`src/hdl/spd_pkg.sv`:
```
// Shared constants and controller/datapath interface types for the stereo ping-pong delay.
package spd_pkg;

    localparam int SAMPLE_BITS  = 24;
    localparam int MEM_BITS     = 2 * SAMPLE_BITS;
    localparam int DELAY_DEPTH  = 262144;
    localparam int ADDR_BITS    = $clog2(DELAY_DEPTH);
    localparam int FRAC_BITS    = 8;
    localparam int POS_BITS     = ADDR_BITS + FRAC_BITS;
    localparam int DLY_BITS     = POS_BITS + 1;
    localparam int GAIN_BITS    = 16;
    localparam int CFG_BITS     = DLY_BITS;
    localparam int CFG_IDX_BITS = 2;

    localparam logic [GAIN_BITS:0]  GAIN_ONE   = {1'b1, {GAIN_BITS{1'b0}}};
    localparam logic [DLY_BITS-1:0] DELAY_SPAN = {1'b1, {POS_BITS{1'b0}}};

    localparam logic [GAIN_BITS:0]   BALANCE_RST  = (GAIN_BITS + 1)'(32768);
    localparam logic [DLY_BITS-1:0]  DELAY_RST    = DLY_BITS'(1228800);
    localparam logic [GAIN_BITS-1:0] FEEDBACK_RST = GAIN_BITS'(45875);
    localparam logic [GAIN_BITS:0]   MIX_RST      = GAIN_ONE;

    typedef enum logic [CFG_IDX_BITS-1:0] {
        CFG_BALANCE  = 2'd0,
        CFG_DELAY    = 2'd1,
        CFG_FEEDBACK = 2'd2,
        CFG_MIX      = 2'd3
    } cfg_idx_t;

    typedef struct packed {
        logic clear_wr;
        logic load;
        logic pos;
        logic rd0;
        logic rd1;
        logic interp;
        logic blend;
        logic mix;
        logic finish;
        logic done;
    } dp_cmd_t;

    typedef struct packed {
        logic clear_last;
    } dp_sts_t;

endpackage

```
`src/hdl/spd_ctrl.sv`:
```
// Sequencing state machine for the stereo ping-pong delay: memory clear, per-word steps, output handshake.
module spd_ctrl (
    input  logic            aclk,
    input  logic            aresetn,
    input  logic            s_valid,
    output logic            s_ready,
    output logic            m_valid,
    input  logic            m_ready,
    input  spd_pkg::dp_sts_t sts,
    output spd_pkg::dp_cmd_t cmd
);
    import spd_pkg::*;

    typedef enum logic [9:0] {
        ST_CLEAR  = 10'b0000000001,
        ST_IDLE   = 10'b0000000010,
        ST_POS    = 10'b0000000100,
        ST_RD0    = 10'b0000001000,
        ST_RD1    = 10'b0000010000,
        ST_INTERP = 10'b0000100000,
        ST_BLEND  = 10'b0001000000,
        ST_MIX    = 10'b0010000000,
        ST_FINISH = 10'b0100000000,
        ST_DONE   = 10'b1000000000
    } state_t;

    state_t state_reg;
    state_t state_next;
    logic   m_valid_reg;
    logic   m_valid_next;
    logic   out_free;

    assign out_free = !m_valid_reg || m_ready;

    always_comb begin
        state_next = state_reg;
        case (state_reg)
            ST_CLEAR:  if (sts.clear_last) state_next = ST_IDLE;
            ST_IDLE:   if (s_valid) state_next = ST_POS;
            ST_POS:    state_next = ST_RD0;
            ST_RD0:    state_next = ST_RD1;
            ST_RD1:    state_next = ST_INTERP;
            ST_INTERP: state_next = ST_BLEND;
            ST_BLEND:  state_next = ST_MIX;
            ST_MIX:    state_next = ST_FINISH;
            ST_FINISH: state_next = ST_DONE;
            ST_DONE:   if (out_free) state_next = ST_IDLE;
            default:   state_next = ST_CLEAR;
        endcase
    end

    always_comb begin
        cmd          = '0;
        cmd.clear_wr = (state_reg == ST_CLEAR);
        cmd.load     = (state_reg == ST_IDLE) && s_valid;
        cmd.pos      = (state_reg == ST_POS);
        cmd.rd0      = (state_reg == ST_RD0);
        cmd.rd1      = (state_reg == ST_RD1);
        cmd.interp   = (state_reg == ST_INTERP);
        cmd.blend    = (state_reg == ST_BLEND);
        cmd.mix      = (state_reg == ST_MIX);
        cmd.finish   = (state_reg == ST_FINISH);
        cmd.done     = (state_reg == ST_DONE) && out_free;
    end

    always_comb begin
        m_valid_next = m_valid_reg;
        if (cmd.done) begin
            m_valid_next = 1'b1;
        end else if (m_ready) begin
            m_valid_next = 1'b0;
        end
    end

    always_ff @(posedge aclk) begin
        if (!aresetn) begin
            state_reg   <= ST_CLEAR;
            m_valid_reg <= 1'b0;
        end else begin
            state_reg   <= state_next;
            m_valid_reg <= m_valid_next;
        end
    end

    assign s_ready = (state_reg == ST_IDLE);
    assign m_valid = m_valid_reg;

endmodule

```
`config.mk`:
```
export PLATFORM = sky130hd
export DESIGN_NAME = spd_ctrl
export DESIGN_NICKNAME = d
export VERILOG_FILES = /design/src/hdl/spd_pkg.sv /design/src/hdl/spd_ctrl.sv
export SDC_FILE = /design/constraint.sdc
export NUM_CORES = 1
export LEC_CHECK = 0
export BUFFER_PORTS_ARGS = -buffer_cell sky130_fd_sc_hd__clkbuf_2
export CAP_MARGIN = 40
export CORE_MARGIN = 4
export CORE_UTILIZATION = 50
export DETAILED_ROUTE_END_ITERATION = 10
export GPL_TIMING_DRIVEN = 1
export PLACE_DENSITY_LB_ADDON = 0.05
export SKIP_LAST_GASP = 1
export SLEW_MARGIN = 0
export SYNTH_ARGS = -nofsm -noshare
export SYNTH_HDL_FRONTEND = slang
export SYNTH_SLANG_ARGS = --single-unit
```
`constraint.sdc`:
```
create_clock -name aclk -period 1.9 [get_ports aclk]
set_input_delay 0.095 -clock aclk [delete_from_list [all_inputs] [get_ports aclk]]
set_output_delay 0.095 -clock aclk [all_outputs]
set_load 0.02 [all_outputs]
```
**Yosys cells after proc, flatten, opt, wreduce, memory -nomap -nowiden**

Index checks and enable logic that the tools add are counted.

- Register bits: 11
- Input port bits: 5
- Output and inout port bits: 12
- Word-level logic and storage cells: 27

- Eq/ne operators: 13
- Mux-type cells: 6
- Reduce and logical (&&, ||, !) cells: 6

Operator list:

| kind | count |
|---|---|
| $pmux 10 s10 | 1 |
| $mux 10 | 3 |
| $eq 10x1->1 const B | 1 |
| $eq 10x10->1 const B | 1 |
| $eq 10x2->1 const B | 1 |
| $eq 10x3->1 const B | 1 |
| $eq 10x4->1 const B | 1 |
| $eq 10x5->1 const B | 1 |
| $eq 10x6->1 const B | 1 |
| $eq 10x7->1 const B | 1 |
| $eq 10x8->1 const B | 1 |
| $eq 10x9->1 const B | 1 |
| $ne 2x2->1 const B | 3 |
| $reduce_and 3->1 | 1 |
| $logic_and 1x1->1 | 2 |
| $mux 1 | 2 |
| $reduce_bool 2->1 | 1 |
| $logic_not 1->1 | 1 |
| $logic_or 1x1->1 | 1 |

**Logic depth before layout (Yosys ltp)**

Gate-level depths: netlist (run 1).

- Depth in word-level cells: 4
- Mapped depth: 5
- Gate-level depth less buffers: 4

**Least setup slack after synthesis (run 1)**

No wires, ideal clock.

- Path type: reg-to-output
- Start: register state_reg[4]
- End: output port cmd[6] in the netlist's numbering
- Data arrival time: 1.600 ns
- Required time: 1.805 ns
- Path slack: 0.205 ns
- Stages on the path, launching flop included: 5
- Buffers on the path: 0
- Path through: dfxtp_1 or4_1 nor2_1 nand2_1 nor3_1

RTL lines:

| item | RTL line | text |
|---|---|---|
| from (decl) | spd_ctrl.sv:27 | `state_t state_reg;` |
| from (signal assigned) | spd_ctrl.sv:80 | `state_reg <= state_next;` |
| to (decl) | spd_ctrl.sv:10 | `output spd_pkg::dp_cmd_t cmd` |

==> results of run 1 <==
==> power by group through the flow <==
stage | clock network, mW | logic [mW] | registers, mW
after floorplan | 0 | 0.162 | 0.261
after CTS | 0.165 | 0.197 | 0.272
after detailed placement | 0 | 0.191 | 0.277
after global placement | 0 | 0.191 | 0.277
final | 0.159 | 0.198 | 0.275
after global routing | 0.178 | 0.222 | 0.279
==> through the flow <==
step	total power [mW]	instances	utilization
6_report	0.632	116	0.631
5_1_grt	0.678	116	0.631
4_1_cts	0.633	116	0.620
3_5_place_dp	0.467	112	0.593
3_3_place_gp	0.469	112	0.593
2_1_floorplan	0.423	85	-
==> cell families after synthesis <==
family | count (synthesis) | share of synthesized area
flops | 11 | 0.313
xor+xnor | 2 | 0.0249
compound gates | 13 | 0.135
simple gates | 51 | 0.475
buf+inv | 8 | 0.0516
==> worst max-delay path, delay by kind of cell (launching register included) <==
kind | cells | cell delay [ps]
buffers and inverters | 1 | 170
flip-flops | 1 | 390
AND/OR/NAND/NOR | 4 | 880
==> routing by layer <==
layer | track usage | wire, um | vias to the layer above
li1 | - | - | 347
met1 | 0.240 | 702 | 309
met2 | 0.267 | 765 | 23
met3 | 0.0593 | 114 | 4
met4 | 0.0702 | 17 | 0
met5 | 0 | 0 | -
==> synth_stat cells, types with 3 or more instances <==
master,count
and2_1,4
dfxtp_1,11
inv_1,4
nand2_1,5
nand4b_1,3
nor2_1,12
nor2b_1,3
nor3b_1,5
o211ai_1,3
==> cell usage in the layout, fill, tap and decap left out <==
cell type | Yosys | layout
clkbuf_2 | 0 | 15
nor2_1 | 12 | 11
dfxtp_1 | 11 | 10
nor3b_1 | 5 | 5
inv_1 | 4 | 4
nand2_1 | 5 | 4
and2_1 | 4 | 4
nor2b_1 | 3 | 3
nand4b_1 | 3 | 3
nor4_2 | 2 | 3
o211ai_1 | 3 | 3
clkbuf_4 | 0 | 3
and3_1 | 2 | 2
nor4b_1 | 2 | 2
and4b_1 | 2 | 2
nand3_1 | 2 | 2
xor2_1 | 2 | 2
o21ai_0 | 2 | 2
a21oi_1 | 2 | 2
nor4_4 | 1 | 1
nor2_2 | 0 | 1
nand4_1 | 1 | 1
nand2b_1 | 1 | 1
or4_4 | 0 | 1
nand2_2 | 0 | 1
nor3_2 | 0 | 1
nand3_2 | 1 | 1
a21boi_0 | 1 | 1
a211oi_1 | 1 | 1
a311oi_1 | 1 | 1
or4b_1 | 1 | 1
o211ai_2 | 1 | 1
nor3_1 | 2 | 1
o21a_1 | 1 | 1
o32ai_1 | 1 | 1
clkbuf_1 | 1 | 1
buf_4 | 1 | 1
dfxtp_2 | 0 | 1
==> final cells by class <==
type	count	area, um2
fillers	118	487
multi-input cells	66	467
flip-flops and latches	11	221
repair buffers	16	82.6
clock buffers	4	26.3
well taps	15	18.8
inverters	4	15.0
==> worst max path at each step <==
stage          depth (start not counted)     end  slack [ps]
6_report                               5  cmd[1]         100
2_1_floorplan                          4  cmd[6]         200
3_5_place_dp                           5  cmd[6]         250
5_1_grt                                5  cmd[6]          10
4_1_cts                                5  cmd[6]           5
3_3_place_gp                           5  cmd[6]         310
==> repair_timing <==
item	in CTS	in global routing
endpoints found under the setup margin	1	5
pin swaps	0	1
hold endpoints to repair	0	0
gates resized for setup	3	5
==> metrics.md, run 1 <==
| Metric | Value |
|---|---|
| Die H | 45.5 um |
| Max-slew headroom | 0.714 |
| Clk pwr share | 0.251 |
| Dpl cell area | 781 um2 |
| Maximum VDD drop | 0.394 mV |
| Critical Path Start Type | register |
| Chip width | 45.5 um |
| Clock sink count | 11 |
| CP endpoint kind | primary output |
| H-tree depth | 1 |
| Slew @ Worst Pin | 422 ps |
| Remaining antenna violation count after routing | 0 |
| Hold_sp | aresetn |
| 1st-pass router iterations | 4 |
| Setup Total Neg Slack | 0 ps |
| WL/cell | 13.8 um |
| Clk slew on worst S/H paths | 70 ps |
| Distinct cells, synth | 34 |
| Port Buf Inserts | 16 |
| Status | complete, no violations |
| Pwr dens | 761 nW/um2 |
| Hold Crit Class | in2reg |
| #FFs+latches synth | 11 |
| CTS tree | done |
| Tcrit/Tclk final | 0.946 |
| CP Cell Sequence | or4_4 -> nor2_1 -> nand2_2 -> nor2_1 -> clkbuf_2 |
| Logic pwr share | 0.314 |
| Count of final setup violators | 0 |
| DRC viols | 0 |
| R2R Setup Slk | 340 ps |
| Final hold violations | 0 |
| WHS Endpoint | state_reg[0]$_SDFFE_PN1P_ |
| Worst Clk Skew | 8.01 ps |
| WHS | 103 ps |
| Vias in the first global route | 602 |
| Max_cap viols | 0 |
| Cell Rows | 13 |
| Critical path data arrival time | 1700 ps |
| Global-route total usage across every layer | 0.181 |
| Syn Area/Cell | 8.27 um2 |
| Routed vias/inst | 5.89 |
| Sw Ratio | 0.344 |
| Clock Latency Late Sink | 270 ps |
| Post-Syn Instances | 85 |
| Max reg flops | 10 |
| Initial Util | 0.534 |
| Post-synthesis net count | 90 |
| Netlist Area Pre-Place | 703 um2 |
| Initial antenna violation count | 0 |
| Switching power total | 217 uW |
| Max Slew Vio Count | 0 |
| Leakage | 0.357 nW |
| CP required | 1800 ps |
| Nets | 107 |
| Core area | 1320 um2 |
| RSZ-0062 raised after global routing | no |
| Slowest stage cell, crit path | or4_4 |
| Pre-CTS setup slack | 253 ps |
| Cell area after layout | 831 um2 |
| Worst-path fanout max | 7 |
| Area grow syn2layout | 18.1% |
| WL final | 1600 um |
| # diodes | 0 |
| TritonCTS Buffers | 3 |
| Most numerous cell on the critical path | nor2_1 |
| Number of hold buffers added after CTS | 0 |
| CP Class | reg2out |
| FFs w/ async S/R, synth | 0 |
| Seq/Total Area, Yosys | 0.313 |
| Flop pwr share | 0.435 |
| Largest net degree at the start of global routing | 13 |
| Synth area leaders | dfxtp_1 31%, nor2_1 6.4%, nor3b_1 5.3% |
| Starting DRT DRC Count | 20 |
| GRT overflow | 0 |
| Worst setup margin | 103 ps |
| Area leader, netlist | dfxtp_1 |
| Share of post-route cells with drive strength above 1 | 0.297 |
| Post-synth EDFFs | 0 |
| R2R cell count | 4 |
| Via Count | 683 |
| Worst reg2reg path endpoint | state_reg[4]$_SDFFE_PN0P_ |
| Root buffer cell | clkbuf_4 |
| Die area | 2070 um2 |
| Postcts setup bufs | 0 |
| First-pass GRT wire length | 2690 um |
| Ports | 17 |
| Gp weighted congestion | 0.804 |
| WHS Path Cells | 2 |
| YS warnings | 0 |
| Synth top area share | 0.313 |
| Reg-to-Reg Start | state_reg[5]$_SDFFE_PN0P_ |
| Period minus WS final | 1800 ps |
| FMAX | 0.556 GHz |
| Worst path max stage delay | 510 ps |
| CP startpoint | state_reg[6]$_SDFFE_PN0P_ |
| Dpl hpwl | 1180 um |
| Top FF cell, synth | dfxtp_1 |
| Power Internal | 414 uW |
| Clk buf depth | 2 |
(Power assumes the default switching activity.)
==> run 2: changes to the inputs <==
==> constraint.sdc (replaced) <==
create_clock -name aclk -period 1.9 [get_ports aclk]
set_input_delay 0.38 -clock aclk [delete_from_list [all_inputs] [get_ports aclk]]
set_output_delay 0.38 -clock aclk [all_outputs]
set_load 0.02 [all_outputs]
==> metrics.md, run 2 (synthesis gave the netlist of run 1 again) <==
| Metric | Value |
|---|---|
| First-pass GRT wire length | 2990 um (+11%) |
| R2R Setup Slk | 220 ps (-120 ps) |
| Via Count | 773 (+13%) |
| Final hold violations | 0 (unchanged) |
| CP endpoint kind | primary output |
| Max Slew Vio Count | 0 (unchanged) |
| Port Buf Inserts | 16 (unchanged) |
| Met1 GRT Util | 0.257 (+0.0172) |
| Reg-to-Reg Start | state_reg[8]$_SDFFE_PN0P_ |
| Slew @ Worst Pin | 351 ps (-71.6 ps) |
| Dpl hpwl | 1330 um (+13%) |
| FF/Latch Area | 229 um2 (+3.4%) |
| Starting DRT DRC Count | 41 (+110%) |
| Worst Clk Skew | 7.65 ps (-0.355 ps) |
| Nets | 123 (+15%) |
| Fill cells | 91 (-23%) |
| Initial antenna violation count | 0 (unchanged) |
| Die H | 45.5 um (unchanged) |
| Fin util | 0.780 (+0.149) |
| Initial Util | 0.534 (unchanged) |
| Critical Path Start Type | register |
| Slowest stage cell, crit path | or4_4 |
| Met2 usage | 0.320 (+0.0529) |
| TritonCTS Buffers | 3 (unchanged) |
| Routed vias/inst | 5.86 (-0.54%) |
| CTS tree | done |
| Max reg flops | 10 (unchanged) |
| WL/cell | 15.1 um (+9.4%) |
| Most common cell after layout, fill and taps aside | buf_4 |
| Worst-path fanout max | 5 (-2) |
| Largest net degree at the start of global routing | 10 (-3) |
| Maximum VDD drop | 0.629 mV (+60%) |
| Core area | 1320 um2 (unchanged) |
| WHS Endpoint | state_reg[0]$_SDFFE_PN1P_ |
| H-tree depth | 1 (unchanged) |
| Non-Filler Instances | 132 (+14%) |
| 1st-pass router iterations | 4 (unchanged) |
| RSZ-0062 raised after global routing | yes |
| Status | complete, but fails checks |
| Max_cap viols | 0 (unchanged) |
| Power Total | 738 uW (+17%) |
| GRT overflow | 0 (unchanged) |
| Area grow syn2layout | 46.1% |
| Global route hottest layer | met2 |
| Clk slew on worst S/H paths | 70 ps (about the same) |
| DRC viols | 0 (unchanged) |
| Number of hold buffers added after CTS | 0 (unchanged) |
| Hold_sp | aresetn |
| Worst setup margin | -104 ps (-207 ps) |
| Clock sink count | 11 (unchanged) |
| CP Cell Sequence | or4_4 -> nor2_4 -> nand2_2 -> nor2_1 -> buf_4 |
| DP Cell Count | 124 (+11%) |
| Pwr dens | 719 nW/um2 (-5.5%) |
| Worst path max stage delay | 570 ps (+60 ps) |
| Share of post-route cells with drive strength above 1 | 0.479 (+0.182) |
| Dpl cell area | 876 um2 (+12%) |
| R2R cell count | 6 (+2) |
| CP Class | reg2out |
| Die area | 2070 um2 (unchanged) |
| Clock Latency Late Sink | 270 ps (about the same) |
| Root buffer cell | clkbuf_4 |
| Critical path data arrival time | 1620 ps (-80 ps) |
| Leakage | 0.453 nW (+27%) |
| Cell Rows | 13 (unchanged) |
| Vias in the first global route | 679 (+13%) |
| Cell area after layout | 1030 um2 (+24%) |
| Max-slew headroom | 0.763 (+0.0484) |
| Ports | 17 (unchanged) |
| Global-route total usage across every layer | 0.197 (+0.0163) |
| CP required | 1520 ps (-280 ps) |
| GR Layer Usage met3 | 0.0711 (+0.0119) |
| WL final | 1990 um (+25%) |
| FMAX | 0.499 GHz (-10%) |
| Remaining antenna violation count after routing | 0 (unchanged) |
| Hold Crit Class | in2reg |
| # diodes | 0 (unchanged) |
| Chip width | 45.5 um (unchanged) |
| Period minus WS final | 2000 ps (+207 ps) |
| Clk buf depth | 2 (unchanged) |
| Gp weighted congestion | 0.830 (+3.2%) |
| Count of final setup violators | 6 (+6) |
| WHS | 394 ps (+291 ps) |
| Failing checks | negative setup slack |
| Commonest non-fill, non-tap cells in the layout | 19 x buf_4, 9 x nor2_1, 9 x clkbuf_2 |
| Tcrit/Tclk final | 1.05 (+0.109) |
| Area of the multi-input gates | 509 um2 (+9.1%) |
| Worst reg2reg path endpoint | state_reg[0]$_SDFFE_PN1P_ |
| WHS Path Cells | 2 (unchanged) |
-- run 2: cell types whose count changed in the layout (fill, tap and decap cells not counted), sizes merged --
cell    before  now
buf          1   22
clkbuf      19   14
-- run 2: how the worst max path moves through the flow --
stage,start,end,slack [ps],cells past startpoint
2_1_floorplan,state_reg[4]$_SDFFE_PN0P_,cmd[6],80,4
3_3_place_gp,state_reg[4]$_SDFFE_PN0P_,cmd[6],90,5
3_5_place_dp,state_reg[4]$_SDFFE_PN0P_,cmd[6],70,5
4_1_cts,state_reg[4]$_SDFFE_PN0P_,cmd[1],-130,5
5_1_grt,state_reg[4]$_SDFFE_PN0P_,cmd[6],-150,5
6_report,state_reg[4]$_SDFFE_PN0P_,cmd[1],-100,5
-- run 2: worst max-delay path, delay by kind of cell (launching register included) --
| family | cells | cell delay (ps) |
|---|---|---|
| AND/OR/NAND/NOR | 4 | 860 |
| flip-flops | 1 | 350 |
| buffers and inverters | 1 | 150 |
-- run 2: timing repair --
| item | CTS | global route |
|---|---|---|
| endpoints found under the setup margin | 9 | 10 |
| hold endpoints to repair | 0 | 0 |
| pin swaps | 4 | 4 |
| resized for setup | 14 | 21 |
| buffers inserted | 1 | 3 |
-- run 2: through the flow --
stage	setup TNS, ps	setup slack [ps]
2_1_floorplan	0	80.0
3_3_place_gp	0	87.9
3_5_place_dp	0	65.8
4_1_cts	-302	-132
5_1_grt	-969	-151
6_report	-280	-104
-- run 2: report_power, final --
group          leakage (nW)  total (mW)  switching, mW  internal (mW)
registers            0.0920       0.260         0.0182          0.242
clock network        0.0150       0.160         0.0786         0.0813
logic                 0.346       0.318          0.159          0.159
-- run 2: area by class of cell --
cell class	instances	area share
multi-input cells	66	0.496
flip-flops and latches	11	0.223
inverters	4	0.0146
repair buffers	32	0.223
clock buffers	4	0.0256
well taps	15	0.0183
-- run 2: routing by layer --
layer / share of wire / up-vias
met5: 0 / -
met2: 0.47 / 27
li1: - / 376
met3: 0.068 / 2
met1: 0.45 / 368
met4: 0.0080 / 0
